$ cat src/design/hbcc_pkg.sv
package hbcc_pkg;

	// Defaults for the top-level parameters
	localparam int MaxVolumeDefault  = 15;
	localparam int CountWidthDefault = 16;

	localparam int NumLanes   = 4;
	localparam int NumFrames  = 6;
	localparam int CfgWidth   = 16;
	localparam int VolWidth   = 4;

	localparam logic [CfgWidth-1:0] DebounceReset = 16'd50;

	// Lane order, which is also the event order
	localparam int LanePower   = 0;
	localparam int LaneVolUp   = 1;
	localparam int LaneVolDown = 2;
	localparam int LaneMute    = 3;

	// Frame delimiters and command codes
	localparam logic [7:0] FrameStart   = 8'hFF;
	localparam logic [7:0] FrameEnd     = 8'hFE;
	localparam logic [7:0] CmdPower     = 8'h00;
	localparam logic [7:0] CmdVolume    = 8'h01;
	localparam logic [7:0] CmdVolDown   = 8'h02;
	localparam logic [7:0] CmdMute      = 8'h03;
	localparam logic [7:0] CmdAudioOn   = 8'h04;
	localparam logic [7:0] DataOn       = 8'h01;

	// Byte position inside one four-byte frame
	typedef enum logic [1:0] {
		BYTE_SOF,
		BYTE_CMD,
		BYTE_DATA,
		BYTE_EOF
	} byte_pos_t;

	typedef struct packed {
		logic                mic;
		logic                audio;
		logic                muted;
		logic [VolWidth-1:0] volume;
	} status_t;

	// Everything one tick produces: the frame slots and the final status
	typedef struct packed {
		logic [NumFrames-1:0]       frame_en;
		logic [NumFrames-1:0][7:0]  frame_cmd;
		logic [NumFrames-1:0][7:0]  frame_data;
		status_t                    status;
	} tick_desc_t;

endpackage

$ cat src/design/headset_button_command_controller_top.sv
// Channel   Dir  Width            Contents
// s_*       in   tdata 8          [0] power, [1] vol up, [2] vol down, [3] mute pressed
// m_*       out  tdata 16, user 1 tx_byte, volume, muted, audio, mic; tuser = byte_valid
// config    in   16 + we          debounce_ticks, written when debounce_we is high
//
// One tick in produces 4*F+1 words out, F = frames fired (0 to 6), so 1 to 25 words.
// The output port moves one word a cycle while m_tready is high; that sets the sustained tick rate.
// The first word of a tick passes through the tick descriptor register, then the serializer registers.
// A tick is taken while the previous one is still streaming out: the tick
// descriptor register holds one tick ahead of the serializer.
// Reset clears counters, audio, mute, mic, sets volume to 8 (or the max if lower)
// and the debounce limit to 50.
module headset_button_command_controller_top import hbcc_pkg::*; #(
	parameter int MAX_VOLUME  = MaxVolumeDefault,
	parameter int COUNT_WIDTH = CountWidthDefault
) (
	input  logic                clk,
	input  logic                arst_n,
	input  logic                s_tvalid,
	output logic                s_tready,
	input  logic [7:0]          s_tdata,     // power, vol_up, vol_down, mute, zero pad
	output logic                m_tvalid,
	input  logic                m_tready,
	output logic [15:0]         m_tdata,     // tx_byte[7:0], volume[11:8], muted,
	                                         // audio_on, mic_on, zero pad
	output logic                m_tuser,     // byte_valid
	output logic                m_tlast,     // last word of the tick (status word)
	input  logic                debounce_we,
	input  logic [CfgWidth-1:0] debounce_ticks
);

	logic [CfgWidth-1:0] debounce_q;
	logic [NumLanes-1:0] fire;
	logic                advance;
	logic                take;
	logic                desc_valid_s1;
	tick_desc_t          desc_s1;

	// Hold the debounce limit; the user must write it only while idle, the block does not enforce this
	always_ff @(posedge clk or negedge arst_n) begin
		if (!arst_n) begin
			debounce_q <= DebounceReset;
		end else if (debounce_we) begin
			debounce_q <= debounce_ticks;
		end
	end

	// Take a new tick when the descriptor stage is free or drains this cycle
	assign s_tready = !desc_valid_s1 || take;
	assign advance  = s_tvalid && s_tready;

	// One lane per button: counter and fire decision side by side
	for (genvar g = 0; g < NumLanes; g++) begin : g_lane
		hbcc_lane #(
			.COUNT_WIDTH(COUNT_WIDTH)
		) u_lane (
			.clk     (clk),
			.arst_n  (arst_n),
			.advance (advance),
			.pressed (s_tdata[g]),
			.debounce(debounce_q),
			.fire    (fire[g])
		);
	end

	// Merge lane events in order into state and frame slots
	hbcc_merge #(
		.MAX_VOLUME(MAX_VOLUME)
	) u_merge (
		.clk          (clk),
		.arst_n       (arst_n),
		.advance      (advance),
		.fire         (fire),
		.take         (take),
		.desc_valid_s1(desc_valid_s1),
		.desc_s1      (desc_s1)
	);

	// Stream the frame bytes, then the status word
	hbcc_serializer u_ser (
		.clk       (clk),
		.arst_n    (arst_n),
		.desc_valid(desc_valid_s1),
		.desc      (desc_s1),
		.take      (take),
		.m_tvalid  (m_tvalid),
		.m_tready  (m_tready),
		.m_tdata   (m_tdata),
		.m_tuser   (m_tuser),
		.m_tlast   (m_tlast)
	);

endmodule

$ cat src/design/hbcc_lane.sv
module hbcc_lane import hbcc_pkg::*; #(
	parameter int COUNT_WIDTH = CountWidthDefault
) (
	input  logic                clk,
	input  logic                arst_n,
	input  logic                advance,
	input  logic                pressed,
	input  logic [CfgWidth-1:0] debounce,
	output logic                fire
);

	localparam int CmpWidth = (COUNT_WIDTH > CfgWidth) ? COUNT_WIDTH : CfgWidth;

	logic [COUNT_WIDTH-1:0] count_q;
	logic [COUNT_WIDTH-1:0] count_inc;

	// Count first (saturating), then compare against the limit
	assign count_inc = (&count_q) ? count_q : count_q + 1'b1;
	assign fire      = pressed &&
		(CmpWidth'(count_inc) > CmpWidth'(debounce));

	always_ff @(posedge clk or negedge arst_n) begin
		if (!arst_n) begin
			count_q <= '0;
		end else if (advance) begin
			count_q <= fire ? '0 : count_inc;
		end
	end

endmodule

$ cat src/design/hbcc_merge.sv
module hbcc_merge import hbcc_pkg::*; #(
	parameter int MAX_VOLUME = MaxVolumeDefault
) (
	input  logic                clk,
	input  logic                arst_n,
	input  logic                advance,
	input  logic [NumLanes-1:0] fire,
	input  logic                take,
	output logic                desc_valid_s1,
	output tick_desc_t          desc_s1
);

	localparam logic [VolWidth-1:0] VolMax   = VolWidth'(MAX_VOLUME);
	localparam logic [VolWidth-1:0] VolReset =
		(MAX_VOLUME < 8) ? VolWidth'(MAX_VOLUME) : VolWidth'(8);

	logic [VolWidth-1:0] volume_q;
	logic                mute_q;
	logic                audio_q;
	logic                mic_q;

	logic [VolWidth-1:0] vol_a, vol_b;
	logic                audio_n, mic_a, mic_n, mute_n;
	tick_desc_t          desc_n;

	// Apply the lanes' events in order: power, volume up, volume down, mute
	always_comb begin
		desc_n            = '0;
		desc_n.frame_cmd  = '0;
		desc_n.frame_data = '0;

		audio_n = audio_q;
		mic_a   = mic_q;
		if (fire[LanePower]) begin
			audio_n = !audio_q;
			if (!audio_q) begin
				desc_n.frame_en[0]   = 1'b1;
				desc_n.frame_cmd[0]  = CmdPower;
				desc_n.frame_data[0] = DataOn;
				desc_n.frame_en[1]   = 1'b1;
				desc_n.frame_cmd[1]  = CmdVolume;
				desc_n.frame_data[1] = 8'(volume_q);
				desc_n.frame_en[2]   = 1'b1;
				desc_n.frame_cmd[2]  = CmdAudioOn;
				desc_n.frame_data[2] = DataOn;
			end else begin
				mic_a = 1'b0;
			end
		end

		vol_a = volume_q;
		if (fire[LaneVolUp] && (volume_q < VolMax)) begin
			vol_a                = volume_q + 1'b1;
			desc_n.frame_en[3]   = audio_n;
			desc_n.frame_cmd[3]  = CmdVolume;
			desc_n.frame_data[3] = 8'(vol_a);
		end

		vol_b = vol_a;
		if (fire[LaneVolDown] && (vol_a != '0)) begin
			vol_b                = vol_a - 1'b1;
			desc_n.frame_en[4]   = audio_n;
			desc_n.frame_cmd[4]  = CmdVolDown;
			desc_n.frame_data[4] = 8'(vol_b);
		end

		mute_n = mute_q;
		mic_n  = mic_a;
		if (fire[LaneMute]) begin
			mute_n               = !mute_q;
			mic_n                = mute_q && audio_n;
			desc_n.frame_en[5]   = audio_n;
			desc_n.frame_cmd[5]  = CmdMute;
			desc_n.frame_data[5] = 8'(mute_n);
		end

		desc_n.status.volume = vol_b;
		desc_n.status.muted  = mute_n;
		desc_n.status.audio  = audio_n;
		desc_n.status.mic    = mic_n;
	end

	always_ff @(posedge clk or negedge arst_n) begin
		if (!arst_n) begin
			volume_q      <= VolReset;
			mute_q        <= 1'b0;
			audio_q       <= 1'b0;
			mic_q         <= 1'b0;
			desc_valid_s1 <= 1'b0;
		end else begin
			if (advance) begin
				volume_q      <= vol_b;
				mute_q        <= mute_n;
				audio_q       <= audio_n;
				mic_q         <= mic_n;
				desc_valid_s1 <= 1'b1;
			end else if (take) begin
				desc_valid_s1 <= 1'b0;
			end
		end
	end

	always_ff @(posedge clk) begin
		if (advance) begin
			desc_s1 <= desc_n;
		end
	end

endmodule

$ cat src/design/hbcc_serializer.sv
module hbcc_serializer import hbcc_pkg::*; (
	input  logic        clk,
	input  logic        arst_n,
	input  logic        desc_valid,
	input  tick_desc_t  desc,
	output logic        take,
	output logic        m_tvalid,
	input  logic        m_tready,
	output logic [15:0] m_tdata,
	output logic        m_tuser,
	output logic        m_tlast
);

	logic                      busy_q;
	logic [NumFrames-1:0]      mask_q;
	logic [NumFrames-1:0][7:0] cmd_q;
	logic [NumFrames-1:0][7:0] data_q;
	status_t                   status_q;
	byte_pos_t                 pos_q, pos_n;
	logic [NumFrames-1:0]      mask_n;

	logic [$clog2(NumFrames)-1:0] cur;
	logic                         word_done;
	logic                         tick_done;
	logic [7:0]                   tx_byte;

	assign word_done = busy_q && m_tready;
	assign tick_done = word_done && (mask_q == '0);
	assign take      = desc_valid && (!busy_q || tick_done);

	// Lowest pending frame slot
	always_comb begin
		cur = '0;
		for (int i = NumFrames - 1; i >= 0; i--) begin
			if (mask_q[i]) begin
				cur = ($clog2(NumFrames))'(i);
			end
		end
	end

	// Next byte position and pending mask
	always_comb begin
		pos_n  = pos_q;
		mask_n = mask_q;
		if (word_done && (mask_q != '0)) begin
			case (pos_q)
				BYTE_SOF:  pos_n = BYTE_CMD;
				BYTE_CMD:  pos_n = BYTE_DATA;
				BYTE_DATA: pos_n = BYTE_EOF;
				BYTE_EOF: begin
					pos_n  = BYTE_SOF;
					mask_n = mask_q & (mask_q - 1'b1);
				end
				default:   pos_n = BYTE_SOF;
			endcase
		end
	end

	// Output word
	always_comb begin
		tx_byte = '0;
		if (mask_q != '0) begin
			case (pos_q)
				BYTE_SOF:  tx_byte = FrameStart;
				BYTE_CMD:  tx_byte = cmd_q[cur];
				BYTE_DATA: tx_byte = data_q[cur];
				BYTE_EOF:  tx_byte = FrameEnd;
				default:   tx_byte = '0;
			endcase
		end
	end

	assign m_tvalid = busy_q;
	assign m_tuser  = (mask_q != '0);
	assign m_tlast  = (mask_q == '0);
	assign m_tdata  = {1'b0, status_q.mic, status_q.audio, status_q.muted,
		status_q.volume, tx_byte};

	always_ff @(posedge clk or negedge arst_n) begin
		if (!arst_n) begin
			busy_q <= 1'b0;
			mask_q <= '0;
			pos_q  <= BYTE_SOF;
		end else if (take) begin
			busy_q <= 1'b1;
			mask_q <= desc.frame_en;
			pos_q  <= BYTE_SOF;
		end else begin
			if (tick_done) begin
				busy_q <= 1'b0;
			end
			mask_q <= mask_n;
			pos_q  <= pos_n;
		end
	end

	always_ff @(posedge clk) begin
		if (take) begin
			cmd_q    <= desc.frame_cmd;
			data_q   <= desc.frame_data;
			status_q <= desc.status;
		end
	end

endmodule

$ cat config.mk
export PLATFORM = sky130hd
export DESIGN_NAME = headset_button_command_controller_top
export DESIGN_NICKNAME = d
export VERILOG_FILES = /design/src/design/hbcc_pkg.sv /design/src/design/headset_button_command_controller_top.sv /design/src/design/hbcc_lane.sv /design/src/design/hbcc_merge.sv /design/src/design/hbcc_serializer.sv
export SDC_FILE = /design/constraint.sdc
export NUM_CORES = 1
export LEC_CHECK = 0
export BUFFER_PORTS_ARGS = -buffer_cell sky130_fd_sc_hd__buf_2
export CAP_MARGIN = 10
export CORE_UTILIZATION = 60
export DETAILED_ROUTE_END_ITERATION = 16
export GPL_ROUTABILITY_DRIVEN = 0
export GPL_TIMING_DRIVEN = 0
export PLACE_DENSITY = 0.9
export SYNTH_ARGS = -nofsm -noshare
export SYNTH_HDL_FRONTEND = slang
export SYNTH_SLANG_ARGS = --single-unit
export TNS_END_PERCENT = 10
$ cat constraint.sdc
create_clock -name clk -period 7.3 [get_ports clk]
set_clock_uncertainty 0.05 [all_clocks]
set_input_delay 0.73 -clock clk [delete_from_list [all_inputs] [get_ports clk]]
set_output_delay 0.73 -clock clk [all_outputs]
set_load 0.02 [all_outputs]
; After elaboration in Yosys (flattened, before gate mapping)
; Index checks and enable logic that the tools add are counted.
[word_totals]
ff_bits = 309
input_bits = 29
wordCells = 146
[classes]
n_addsub = 7
magnitude_cmp = 6
n_eq_ne = 3
mux = 43
n_bitwise = 2
n_reduce_logical = 32
[ops]
columns = op, n
row1 = two-way mux 16 bit, 8
row2 = adder 16 x 1 -> 16 bit (second input constant), 4
row3 = > comparator 16 bit, 4
row4 = AND reduction 16 bit, 4
row5 = binary-select mux 8 bit (select 3 bit), 2
row6 = case mux 8 bit (4 select lines), 1
row7 = two-way mux 8 bit, 3
row8 = two-way mux 3 bit, 7
row9 = two-way mux 19 bit, 1
row10 = two-way mux 6 bit, 3
row11 = two-way mux 17 bit, 1
row12 = logical AND 1 bit, 12
row13 = two-way mux 1 bit, 10
row14 = two-way mux 2 bit, 4
row15 = two-way mux 4 bit, 2
row16 = case mux 2 bit (4 select lines), 1
row17 = nonzero test 2 bit, 4
row18 = bitwise AND 6 bit, 1
row19 = logical NOT 6 bit, 1
row20 = nonzero test 6 bit, 1
row21 = subtractor 6 x 1 -> 6 bit (second input constant), 1
row22 = adder 4 x 1 -> 4 bit (second input constant), 1
row23 = equality test 2 bit (second input constant), 2
row24 = logical NOT 1 bit, 4
row25 = other kinds (10), 11

; Longest topological paths before layout
; Gate-level depths: netlist of run 1.
[logic_depth]
ltp_word = 10
ltp_mapped = 23

; Modules after synthesis
; Synthesis of run 1 repeated with hierarchy kept, for this count alone.
[hier_totals]
cells_unflattened = 1328
hier_area_um2 = 13467.9
[modules_own_cells]
columns = module, n_inst, cells_each, area_each_um2, seq_area_each_um2
row1 = hbcc_serializer, 1, 335, 4573.1, 3318.2
row2 = hbcc_lane at g_lane[0].u_lane ..., 2, 186, 1519.0, 400.4
row3 = hbcc_lane at g_lane[1].u_lane ..., 2, 188, 1476.4, 400.4
row4 = hbcc_merge, 1, 209, 2238.4, 1012.2
row5 = headset_button_command_controller_top, 1, 36, 665.6, 404.1

; Worst setup path after synthesis of run 1
; Ideal clock, no wire load.
[synth_timing]
path_kind = register to register
startpoint = register g_lane[1].u_lane.count_q[0]
endpoint = register u_merge.volume_q[0]
setup_time_ns = 0.129
t_arrival_ns = 4.630
required_time_ns = 7.121
path_slack_ns = 2.491
path_stages_with_launch = 22
path_buffers = 0
synth_period_minus_slack_ns = 4.809
cell_sequence = dfrtp_1 -> ha_1 -> nand2_1 -> nor3_1 -> a21oi_1 -> nand2_1 -> nor2_1 -> xor2_1 -> ha_1 -> nand4_1 -> a2111o_1 -> a31oi_2 -> nand2_1 -> inv_1 -> xnor2_1 -> ha_1 -> inv_1 -> or4_1 -> mux2_4 -> a21oi_1 -> o21ai_2 -> xnor2_1
[synth_via]
elab_chain_cells = 9
word_cells_on_any_way = 11
cone_classes = add/sub: 2 / order compare: 1 / mux: 3 / reduce/logical: 5
[synth_lines]
columns = element, line
row1 = from (decl), hbcc_lane.sv:14  ; logic [COUNT_WIDTH-1:0] count_q;
row2 = from (signal assigned), hbcc_lane.sv:26  ; count_q <= fire ? '0 : count_inc;
row3 = adder 16 x 1 -> 16 bit / AND reduction 16 bit (equally long branches), hbcc_lane.sv:18  ; assign count_inc = (&count_q) ? count_q : count_q + 1'b1;
row4 = two-way mux 16 bit (*), hbcc_lane.sv:18
row5 = > comparator 16 bit (*), hbcc_lane.sv:20  ; (CmpWidth'(count_inc) > CmpWidth'(debounce));
row6 = logical AND 1 bit (*), hbcc_lane.sv:19  ; assign fire = pressed &&
row7 = logical AND 1 bit (*), hbcc_merge.sv:52  ; if (fire[LaneVolUp] && (volume_q < VolMax)) begin
row8 = two-way mux 4 bit (*), hbcc_merge.sv:52
row9 = "parallel branches: the longest is 2 deep, another holds subtractor 4 x 1 -> 4 bit", --
row10 = two-way mux 4 bit (*), hbcc_merge.sv:60  ; if (fire[LaneVolDown] && (vol_a != '0)) begin
row11 = to (signal assigned), hbcc_merge.sv:85  ; volume_q <= VolReset;
row12 = to (signal assigned), hbcc_merge.sv:92  ; volume_q <= vol_b;
row13 = to (decl), hbcc_merge.sv:17  ; logic [VolWidth-1:0] volume_q;
; Mark *: on every way between the ends.
; A chain may end at the register's enable or synchronous reset.

==> impl_metrics.ini, run 1 <==
[drt]
antenna_left = 0
routed_via_density = 6.17
drc = 0
avgRoutedWirePerCell_um = 18.3
vias = 7984
first_pass_iters = 7
routed_wl_mm = 23.7
dr.first_iter.drc_count = 831

[clock_tree]
cts_buffers = 17
insertion_delay_ps = 430
cts_num_sinks = 148
hold_buffers = 0
htree_num_levels = 4
cts_buffer_depth = 2
cts.repair.resized = 0
root_buffer = clkbuf_16
post-cts-setup-buffers = 0
clk_pin_slew_worst_paths_ps = 60
cts_tree = built

[sta]
worst_pin_slew_ps = 799
period_minus_slack_ps = 5830
hold_ws_ps = 175
max_freq_mhz = 171
rsz0062_at_grt = no
setup_tns_ps = 0
slew_headroom = 0.468
min_period_over_period = 0.799
hold_viol_final = 0
slew_violations = 0
finalSetupViolCount = 0

[worst_setup_path]
worstReg2RegEnd = u_merge.desc_s1[1]
worstPathRequired_ps = 7520
r2r_slack_ps = 1470
r2r-start = g_lane[1].u_lane.count_q[0]
crit_path_top_delay_cell = a21oi_1
worst_setup_path_start_kind = register
critPathMaxFanout = 9
crit_type = register to register
slowest_delay_ps = 500
r2r_cells = 20
endpoint_kind = register
worstPathCellList = ha_1, nand2_1, nor3_1, a21oi_1, nand2_1, nor2_1, xor2_1, ha_1, nand4_1, a2111o_1, a31oi_2, nand2_1, inv_1, xnor2_1, ha_1, inv_1, or4_1, mux2_4, nand2_4, mux2i_1
cp.arrival_ps = 6050

[global_routing]
grt_use_met2 = 0.518
first_global_vias = 7912
grt_pass1_wl_mm = 38.7
grt.overflow.total = 0
busiest_layer = met2
grt_start_max_net_pins = 72
grt.met3_usage = 0.0590
antenna_found_initial = 0
grt_util_all_layers = 0.309
use_met1 = 0.378

[logic_synthesis]
async_flop_share = 0.655
ys_ff_latch = 148
ys_types = 81
syn_area_um2 = 9420
syn_nets = 1111
syn_avg_cell_area_um2 = 9.35
synth_edf_count = 51
ys_warn_count = 0
synth-seq-area-share = 0.421
synth_flop_cell = dfrtp_1
synth_cells = 1007

[pwr]
power_leakage_nw = 4.64
power.density_nw_per_um2 = 323
ir_worst_vdd_mv = 0.206

[die]
die_h_um = 127
start_util = 0.617
coreArea_um2 = 15300
die_x_um = 127
num_rows = 45
pin_count = 49
die-area_um2 = 16200

[cells_and_area]
final_common_cell = nand2_1
layout_common_cells = nand2_1 (140), dfrtp_1 (93), nor2_1 (90), ha_1 (75), o21ai_0 (70)
n_antenna_cell = 0
drive_gt1_frac = 0.135
nets = 1175
syn2layout_area_growth_pct = 11.7

[worst_hold_path]
holdCritPathClass = primary input to async pin

[flow_run]
maxCapViolations = 0

[outcome]
status = complete, no violations

[placement]
hpwl_mm = 15.9
port_buffers = 43
-- layer usage --
metal,up-vias,wire length [um]
met5,-,0
met4,0,1060
met3,93,1780
met2,361,11500
met1,3786,9360
li1,3744,-
-- cells by family after synthesis --
| logic type | Yosys count | synth area share |
|---|---|---|
| buf+inv | 88 | 0.0417 |
| compound gates | 227 | 0.157 |
| simple gates | 400 | 0.214 |
| fa+ha+maj | 75 | 0.0996 |
| mux | 17 | 0.0195 |
| flops | 148 | 0.421 |
| xor+xnor | 51 | 0.0474 |
| other cells | 1 | 0.000398 |
-- worst max-delay path: cells and delay by family (launching register included) --
family	cells	cell delay, ps
compound gates	3	1270
mux	2	530
buf+inv	2	290
xor+xnor	2	350
flops	1	440
fa+ha+maj	3	950
simple gates	8	1790
-- report_power, final --
group | internal, W | switching, W | leakage (nW)
clock | 0.000506 | 0.000365 | 0.274
sequential | 0.00105 | 0.000132 | 1.66
combinational | 0.000504 | 0.000841 | 2.70
-- stage by stage --
stage / power (W) / setup WS, ps / instance area, um^2 / std cells / utilization
after global routing: 0.00360 / 1100 / 10500 / 1295 / 0.690
after floorplan: 0.00213 / 2490 / 9420 / 1007 / -
after CTS: 0.00338 / 1570 / 10500 / 1295 / 0.690
after detailed placement: 0.00250 / 1660 / 9940 / 1263 / 0.652
after global placement: 0.00243 / 1840 / 9900 / 1261 / 0.649
final: 0.00340 / 1470 / 10500 / 1295 / 0.690
-- synthesized netlist by cell type, types with 3 or more instances --
library cell / count / share of area
or3_1: 7 / 0.0046
nand4_4: 3 / 0.0068
nand2b_1: 7 / 0.0046
xor2_1: 14 / 0.013
nand4_1: 15 / 0.010
nand3b_1: 4 / 0.0032
o21bai_1: 3 / 0.0024
mux2_2: 4 / 0.0048
clkbuf_1: 18 / 0.0072
nand2_1: 140 / 0.056
inv_2: 4 / 0.0016
a31oi_1: 10 / 0.0066
edfxtp_1: 51 / 0.16
o21ai_1: 7 / 0.0037
buf_2: 16 / 0.0085
o21ai_0: 70 / 0.037
dfstp_2: 4 / 0.011
nor3_1: 14 / 0.0074
o211ai_1: 6 / 0.0048
o21a_1: 12 / 0.0096
ha_1: 75 / 0.10
and2_1: 17 / 0.011
inv_1: 37 / 0.015
a21o_1: 15 / 0.012
buf_4: 9 / 0.0072
or4_1: 4 / 0.0032
xnor2_1: 37 / 0.034
nor2b_1: 11 / 0.0073
nand3_1: 39 / 0.021
mux2i_1: 11 / 0.012
dfrtp_1: 93 / 0.25
and3_1: 17 / 0.011
and4_1: 7 / 0.0065
a221o_1: 8 / 0.0085
nor2_1: 90 / 0.036
o31ai_1: 12 / 0.0096
a21oi_1: 44 / 0.023
o22ai_1: 5 / 0.0033
a22o_1: 14 / 0.013
-- registers in the layout, indices dropped and copies added (netlist names) --
name	cells
g_lane.u_lane.count_q	64
u_merge.audio_q	1
u_ser.pos_q	2
u_ser.data_q	14
u_merge.volume_q	4
u_ser.mask_q	6
u_merge.desc_valid_s1	1
u_merge.desc_s1	27
u_ser.m_tvalid	1
u_ser.m_tdata	7
u_merge.mute_q	1
u_merge.mic_q	1
u_ser.cmd_q	3
debounce_q	16
-- final cells by class --
type	instances	area, um^2
Multi-Input combinational cell	771	5060
Fill cell	1094	4730
Sequential cell	148	3960
Clock buffer	18	429
Tap cell	211	264
Timing Repair Buffer	45	260
Buffer	47	239
Inverter	41	154
Clock inverter	14	153
-- worst max-delay path by stage --
stage / start / to / slack (ps) / cells past startpoint
final: g_lane[1].u_lane.count_q[0] / u_merge.desc_s1[1] / 1470 / 20
after global routing: g_lane[1].u_lane.count_q[0] / u_merge.volume_q[0] / 1100 / 22
after CTS: g_lane[1].u_lane.count_q[0] / u_merge.desc_s1[1] / 1570 / 20
after detailed placement: g_lane[1].u_lane.count_q[9] / u_merge.desc_s1[1] / 1660 / 20
after floorplan: g_lane[1].u_lane.count_q[0] / u_merge.volume_q[0] / 2490 / 21
after global placement: g_lane[1].u_lane.count_q[0] / u_merge.desc_s1[1] / 1840 / 20
(Power assumes the default switching activity.)
==> inputs of run 2 (changes only) <==
clock period = 5.7 ns   (was 7.3 ns; I/O delays follow)
==> run 2 against run 1 <==
Via count about the same; critical path type unchanged; setup slack got worse by 1100 ps; clock power increased by 28%; critical path depth increased by 1; utilization increased by 0.11 points; fmax increased by 8.5%; sequential cell count unchanged; largest cell class unchanged.
==> impl_metrics.ini, run 2 (synthesis results as in run 1) <==
[sta]
setup_tns_ps = 0
max_freq_mhz = 186
slew_violations = 0
finalSetupViolCount = 0
worst_pin_slew_ps = 800
period_minus_slack_ps = 5370
hold_viol_final = 0
rsz0062_at_grt = no
slew_headroom = 0.466
min_period_over_period = 0.942

[drt]
drc = 0
routed_via_density = 6.17
avgRoutedWirePerCell_um = 18.3
first_pass_iters = 5
routed_wl_mm = 23.7
dr.first_iter.drc_count = 766
vias = 7985
antenna_left = 0

[worst_setup_path]
critPathMaxFanout = 9
crit_type = register to register
worstPathRequired_ps = 5950
cp.arrival_ps = 5620
endpoint_kind = register
r2r_cells = 21
worst_setup_path_start_kind = register

[global_routing]
grt.overflow.total = 0
grt_pass1_wl_mm = 38.7
grt_util_all_layers = 0.310
antenna_found_initial = 0
grt_start_max_net_pins = 72
first_global_vias = 7912

[cells_and_area]
n_antenna_cell = 0
layout_common_cells = nand2_1 (139), dfrtp_1 (93), nor2_1 (90), ha_1 (74), o21ai_0 (70)
final_common_cell = nand2_1
nets = 1174
drive_gt1_frac = 0.139
final_cells = 1294
largest_register_ffs = 64
syn2layout_area_growth_pct = 11.9
top_regs = g_lane.u_lane.count_q: 64 flops, u_merge.desc_s1: 27 flops, debounce_q: 16 flops
largest_register = g_lane.u_lane.count_q
layout.core_utilization = 0.691

[clock_tree]
cts_buffer_depth = 2
clk_pin_slew_worst_paths_ps = 60
hold_buffers = 0
insertion_delay_ps = 430
root_buffer = clkbuf_16
htree_num_levels = 4
cts.repair.resized = 1
cts_num_sinks = 148
cts_buffers = 17
post-cts-setup-buffers = 0
cts_tree = built

[placement]
placed_cells = 1263
port_buffers = 43
hpwl_mm = 15.9

[pwr]
ir_worst_vdd_mv = 0.268
power.density_nw_per_um2 = 413
power_w = 0.00435
power_leakage_nw = 4.64

[worst_hold_path]
holdCritPathClass = primary input to async pin

[flow_run]
maxCapViolations = 0

[die]
die_h_um = 127
start_util = 0.617
die-area_um2 = 16200
die_x_um = 127
coreArea_um2 = 15300
pin_count = 49
num_rows = 45

[outcome]
status = complete, no violations
run 2: power breakdown:
group          switching [W]  total (W)  leakage [nW]  internal, W
logic                0.00107    0.00172          2.71     0.000650
clock network       0.000467    0.00112         0.274     0.000649
registers           0.000175    0.00152          1.66      0.00134
run 2: critical path, stage by stage (launching register included):
cell	delay (ps)
dfrtp_1	430
ha_1	260
nand2_1	140
nor3_2	70
a21oi_2	330
nand2_1	180
nor2_1	220
xor2_1	120
ha_1	330
nand4_1	190
a2111o_1	440
a31oi_2	350
nand2_2	210
inv_1	150
xnor2_2	160
ha_2	300
inv_1	100
or4_1	470
mux2_4	310
a21oi_1	190
o21ai_2	80
xnor2_1	130
run 2: through the flow:
stage | hold slack [ps] | setup WS (ps) | instance area [um^2]
after floorplan | 224 | 891 | 9420
after global placement | 351 | 243 | 9900
after detailed placement | 355 | 64.4 | 9940
after CTS | 27.5 | 113 | 10500
after global routing | 37.0 | 19.2 | 10500
final | 15.5 | 328 | 10500
run 2: area by class of cell:
class | instances | area (um^2)
plain buffers | 46 | 235
repair buffers | 45 | 260
flip-flops and latches | 148 | 3960
multi-input cells | 771 | 5080
inverters | 41 | 154
well taps | 211 | 264
clock inverters | 14 | 153
fillers | 1091 | 4720
clock buffers | 18 | 429
run 2: metal layers:
metal | vias to the layer above | share of wire | GRT usage | routed length [um]
met5 | - | 0 | 0 | 0
met4 | 0 | 0.042 | 0.172 | 998
met3 | 91 | 0.076 | 0.0590 | 1800
met2 | 383 | 0.49 | 0.518 | 11500
met1 | 3764 | 0.40 | 0.378 | 9360
li1 | 3747 | - | - | -
run 2: path summary, 6_finish.rpt:
| check | from | endpoint | slack, ps |
|---|---|---|---|
| min in group clk | debounce_ticks[2] | debounce_q[2] | 300 |
| min | arst_n | g_lane[2].u_lane.count_q[8] | 20 |
| max in group asynchronous | arst_n | u_merge.audio_q | 4880 |
| max reg2reg | g_lane[1].u_lane.count_q[0] | u_merge.volume_q[0] | 330 |
| max | g_lane[1].u_lane.count_q[0] | u_merge.volume_q[0] | 330 |
| min reg2reg | u_merge.desc_s1[95] | u_ser.cmd_q[40] | 370 |
==> inputs of run 3 (changes only) <==
PLACE_DENSITY = unset   (was 0.9)
PLACE_DENSITY_LB_ADDON = 0.3   (was unset)
==> run 3 against run 2 <==
Routed wire length fell by 5.7%; global-route usage fell by 1.7 points; register-to-register slack got worse by 20 ps; setup slack got worse by 21 ps; non-clock buffer count did not move; clock power barely moved; die area did not move; sequential cell count did not move; design area barely moved.
==> impl_metrics.ini, run 3 (synthesis results as in run 1) <==
[cells_and_area]
n_antenna_cell = 0
top_regs = g_lane.u_lane.count_q: 64 flops, u_merge.desc_s1: 27 flops, debounce_q: 16 flops
drive_gt1_frac = 0.139
syn2layout_area_growth_pct = 11.9
layout_common_cells = nand2_1 (139), dfrtp_1 (93), nor2_1 (90), ha_1 (74), o21ai_0 (70)
nets = 1174
final_common_cell = nand2_1
largest_register_ffs = 64
layout.core_utilization = 0.691
largest_register = g_lane.u_lane.count_q
fillerInstances = 1163

[sta]
max_freq_mhz = 185
min_period_over_period = 0.946
finalSetupViolCount = 0
setup_tns_ps = 0
hold_ws_ps = 116
rsz0062_at_grt = no
hold_viol_final = 0
slew_violations = 0
worst_pin_slew_ps = 796
slew_headroom = 0.470
period_minus_slack_ps = 5390

[worst_setup_path]
endpoint_kind = register
worstPathCellList = clkbuf_1, nand3_1, nor2_1, nand3_1, nor3_1, mux2i_1, inv_1, ha_1, nand4_1, a2111o_1, a31oi_4, nand2_2, inv_1, xnor2_2, ha_2, inv_1, or4_1, mux2_4, nand2_4, mux2i_1
r2r_slack_ps = 310
crit_path_top_delay_cell = or4_1
cpMostUsedCell = inv_1
crit_type = register to register
worstReg2RegEnd = u_merge.desc_s1[1]
slowest_delay_ps = 460
cp.arrival_ps = 5610
critPathMaxFanout = 9
worstPathRequired_ps = 5910
r2r-start = g_lane[1].u_lane.count_q[3]
worst_setup_path_start_kind = register
r2r_cells = 20

[pwr]
comb_power_share = 0.397
ir_worst_vdd_mv = 0.300
p_switching_w = 0.00171
power_w = 0.00431
pwr-share-seq = 0.349
power_leakage_nw = 4.65
pwr-share-clk = 0.254
intPower_w = 0.00260
switching_share = 0.397
power.density_nw_per_um2 = 409

[global_routing]
grt_util_all_layers = 0.293
antenna_found_initial = 0
grt_start_max_net_pins = 50
grt.overflow.total = 0
grt_pass1_wl_mm = 36.4
first_global_vias = 7293

[clock_tree]
post-cts-setup-buffers = 0
cts_buffers = 17
cts_num_sinks = 148
clk_pin_slew_worst_paths_ps = 70
hold_buffers = 0
cts_buffer_depth = 2
cts_tree = built
root_buffer = clkbuf_16
insertion_delay_ps = 430
cts.repair.resized = 0
htree_num_levels = 4

[drt]
drc = 0
antenna_left = 0
wl_met3_mm = 1.12
met2_length_mm = 10.8
avgRoutedWirePerCell_um = 17.2
first_pass_iters = 5
wl_met1_mm = 9.78
routed_wl_mm = 22.3
routed_via_density = 5.96
dr.first_iter.drc_count = 578
vias = 7715
top_layer = met4

[die]
die_h_um = 127
start_util = 0.617
die-area_um2 = 16200
pin_count = 49
num_rows = 45
die_x_um = 127
coreArea_um2 = 15300

[flow_run]
maxCapViolations = 0

[placement]
hpwl_mm = 15.6
port_buffers = 43

[outcome]
status = complete, no violations

[worst_hold_path]
holdCritPathClass = primary input to async pin
==> run 3: final cells by class <==
class | count | area [um^2] | share of cell area
repair buffers | 44 | 245 | 0.0233
inverters | 41 | 154 | 0.0146
multi-input cells | 771 | 5100 | 0.484
flip-flops and latches | 148 | 3960 | 0.376
clock inverters | 15 | 145 | 0.0138
well taps | 211 | 264 | 0.0250
clock buffers | 17 | 425 | 0.0404
plain buffers | 47 | 240 | 0.0228
==> run 3: worst max path at each step <==
| stage | startpoint | slack (ps) | depth (start not counted) | to |
|---|---|---|---|---|
| 5_1_grt | g_lane[1].u_lane.count_q[3] | 10 | 21 | u_merge.volume_q[0] |
| 4_1_cts | g_lane[1].u_lane.count_q[0] | 100 | 21 | u_merge.volume_q[0] |
| 3_3_place_gp | g_lane[1].u_lane.count_q[0] | 230 | 21 | u_merge.volume_q[0] |
| 2_1_floorplan | g_lane[1].u_lane.count_q[0] | 890 | 21 | u_merge.volume_q[0] |
| 3_5_place_dp | g_lane[1].u_lane.count_q[0] | 150 | 22 | u_merge.volume_q[0] |
| 6_report | g_lane[1].u_lane.count_q[3] | 310 | 20 | u_merge.desc_s1[1] |
==> run 3: metal layers <==
metal,up-vias,global-route usage
li1,3739,-
met2,261,0.491
met1,3662,0.378
met3,53,0.0477
met4,0,0.120
met5,-,0
==> run 3: metrics by stage <==
| step | setup slack [ps] | area [um^2] | instances |
|---|---|---|---|
| global placement | 235 | 9900 | 1261 |
| detailed placement | 145 | 9930 | 1262 |
| finish | 307 | 10500 | 1294 |
| floorplan | 891 | 9420 | 1007 |
| CTS | 102 | 10500 | 1294 |
| global route | 13.5 | 10500 | 1294 |
==> run 3: worst max-delay path: cells and delay by family, from the launching register on <==
kind,cells,cell delay [ps]
AOI/OAI and AO/OA,2,730
adders and majority gates,2,600
and+or+nand+nor,8,1990
xor gates and xnor gates,1,160
buffers and inverters,4,550
muxes,3,810
DFF,1,320
==> run 3: power by group through the flow <==
| stage | combinational, W | sequential [W] | clock, W |
|---|---|---|---|
| finish | 0.00171 | 0.00150 | 0.00109 |
| global route | 0.00191 | 0.00153 | 0.00115 |
| CTS | 0.00169 | 0.00150 | 0.00111 |
| detailed placement | 0.00167 | 0.00152 | 0 |
| global placement | 0.00161 | 0.00151 | 0 |
| floorplan | 0.00124 | 0.00149 | 0 |
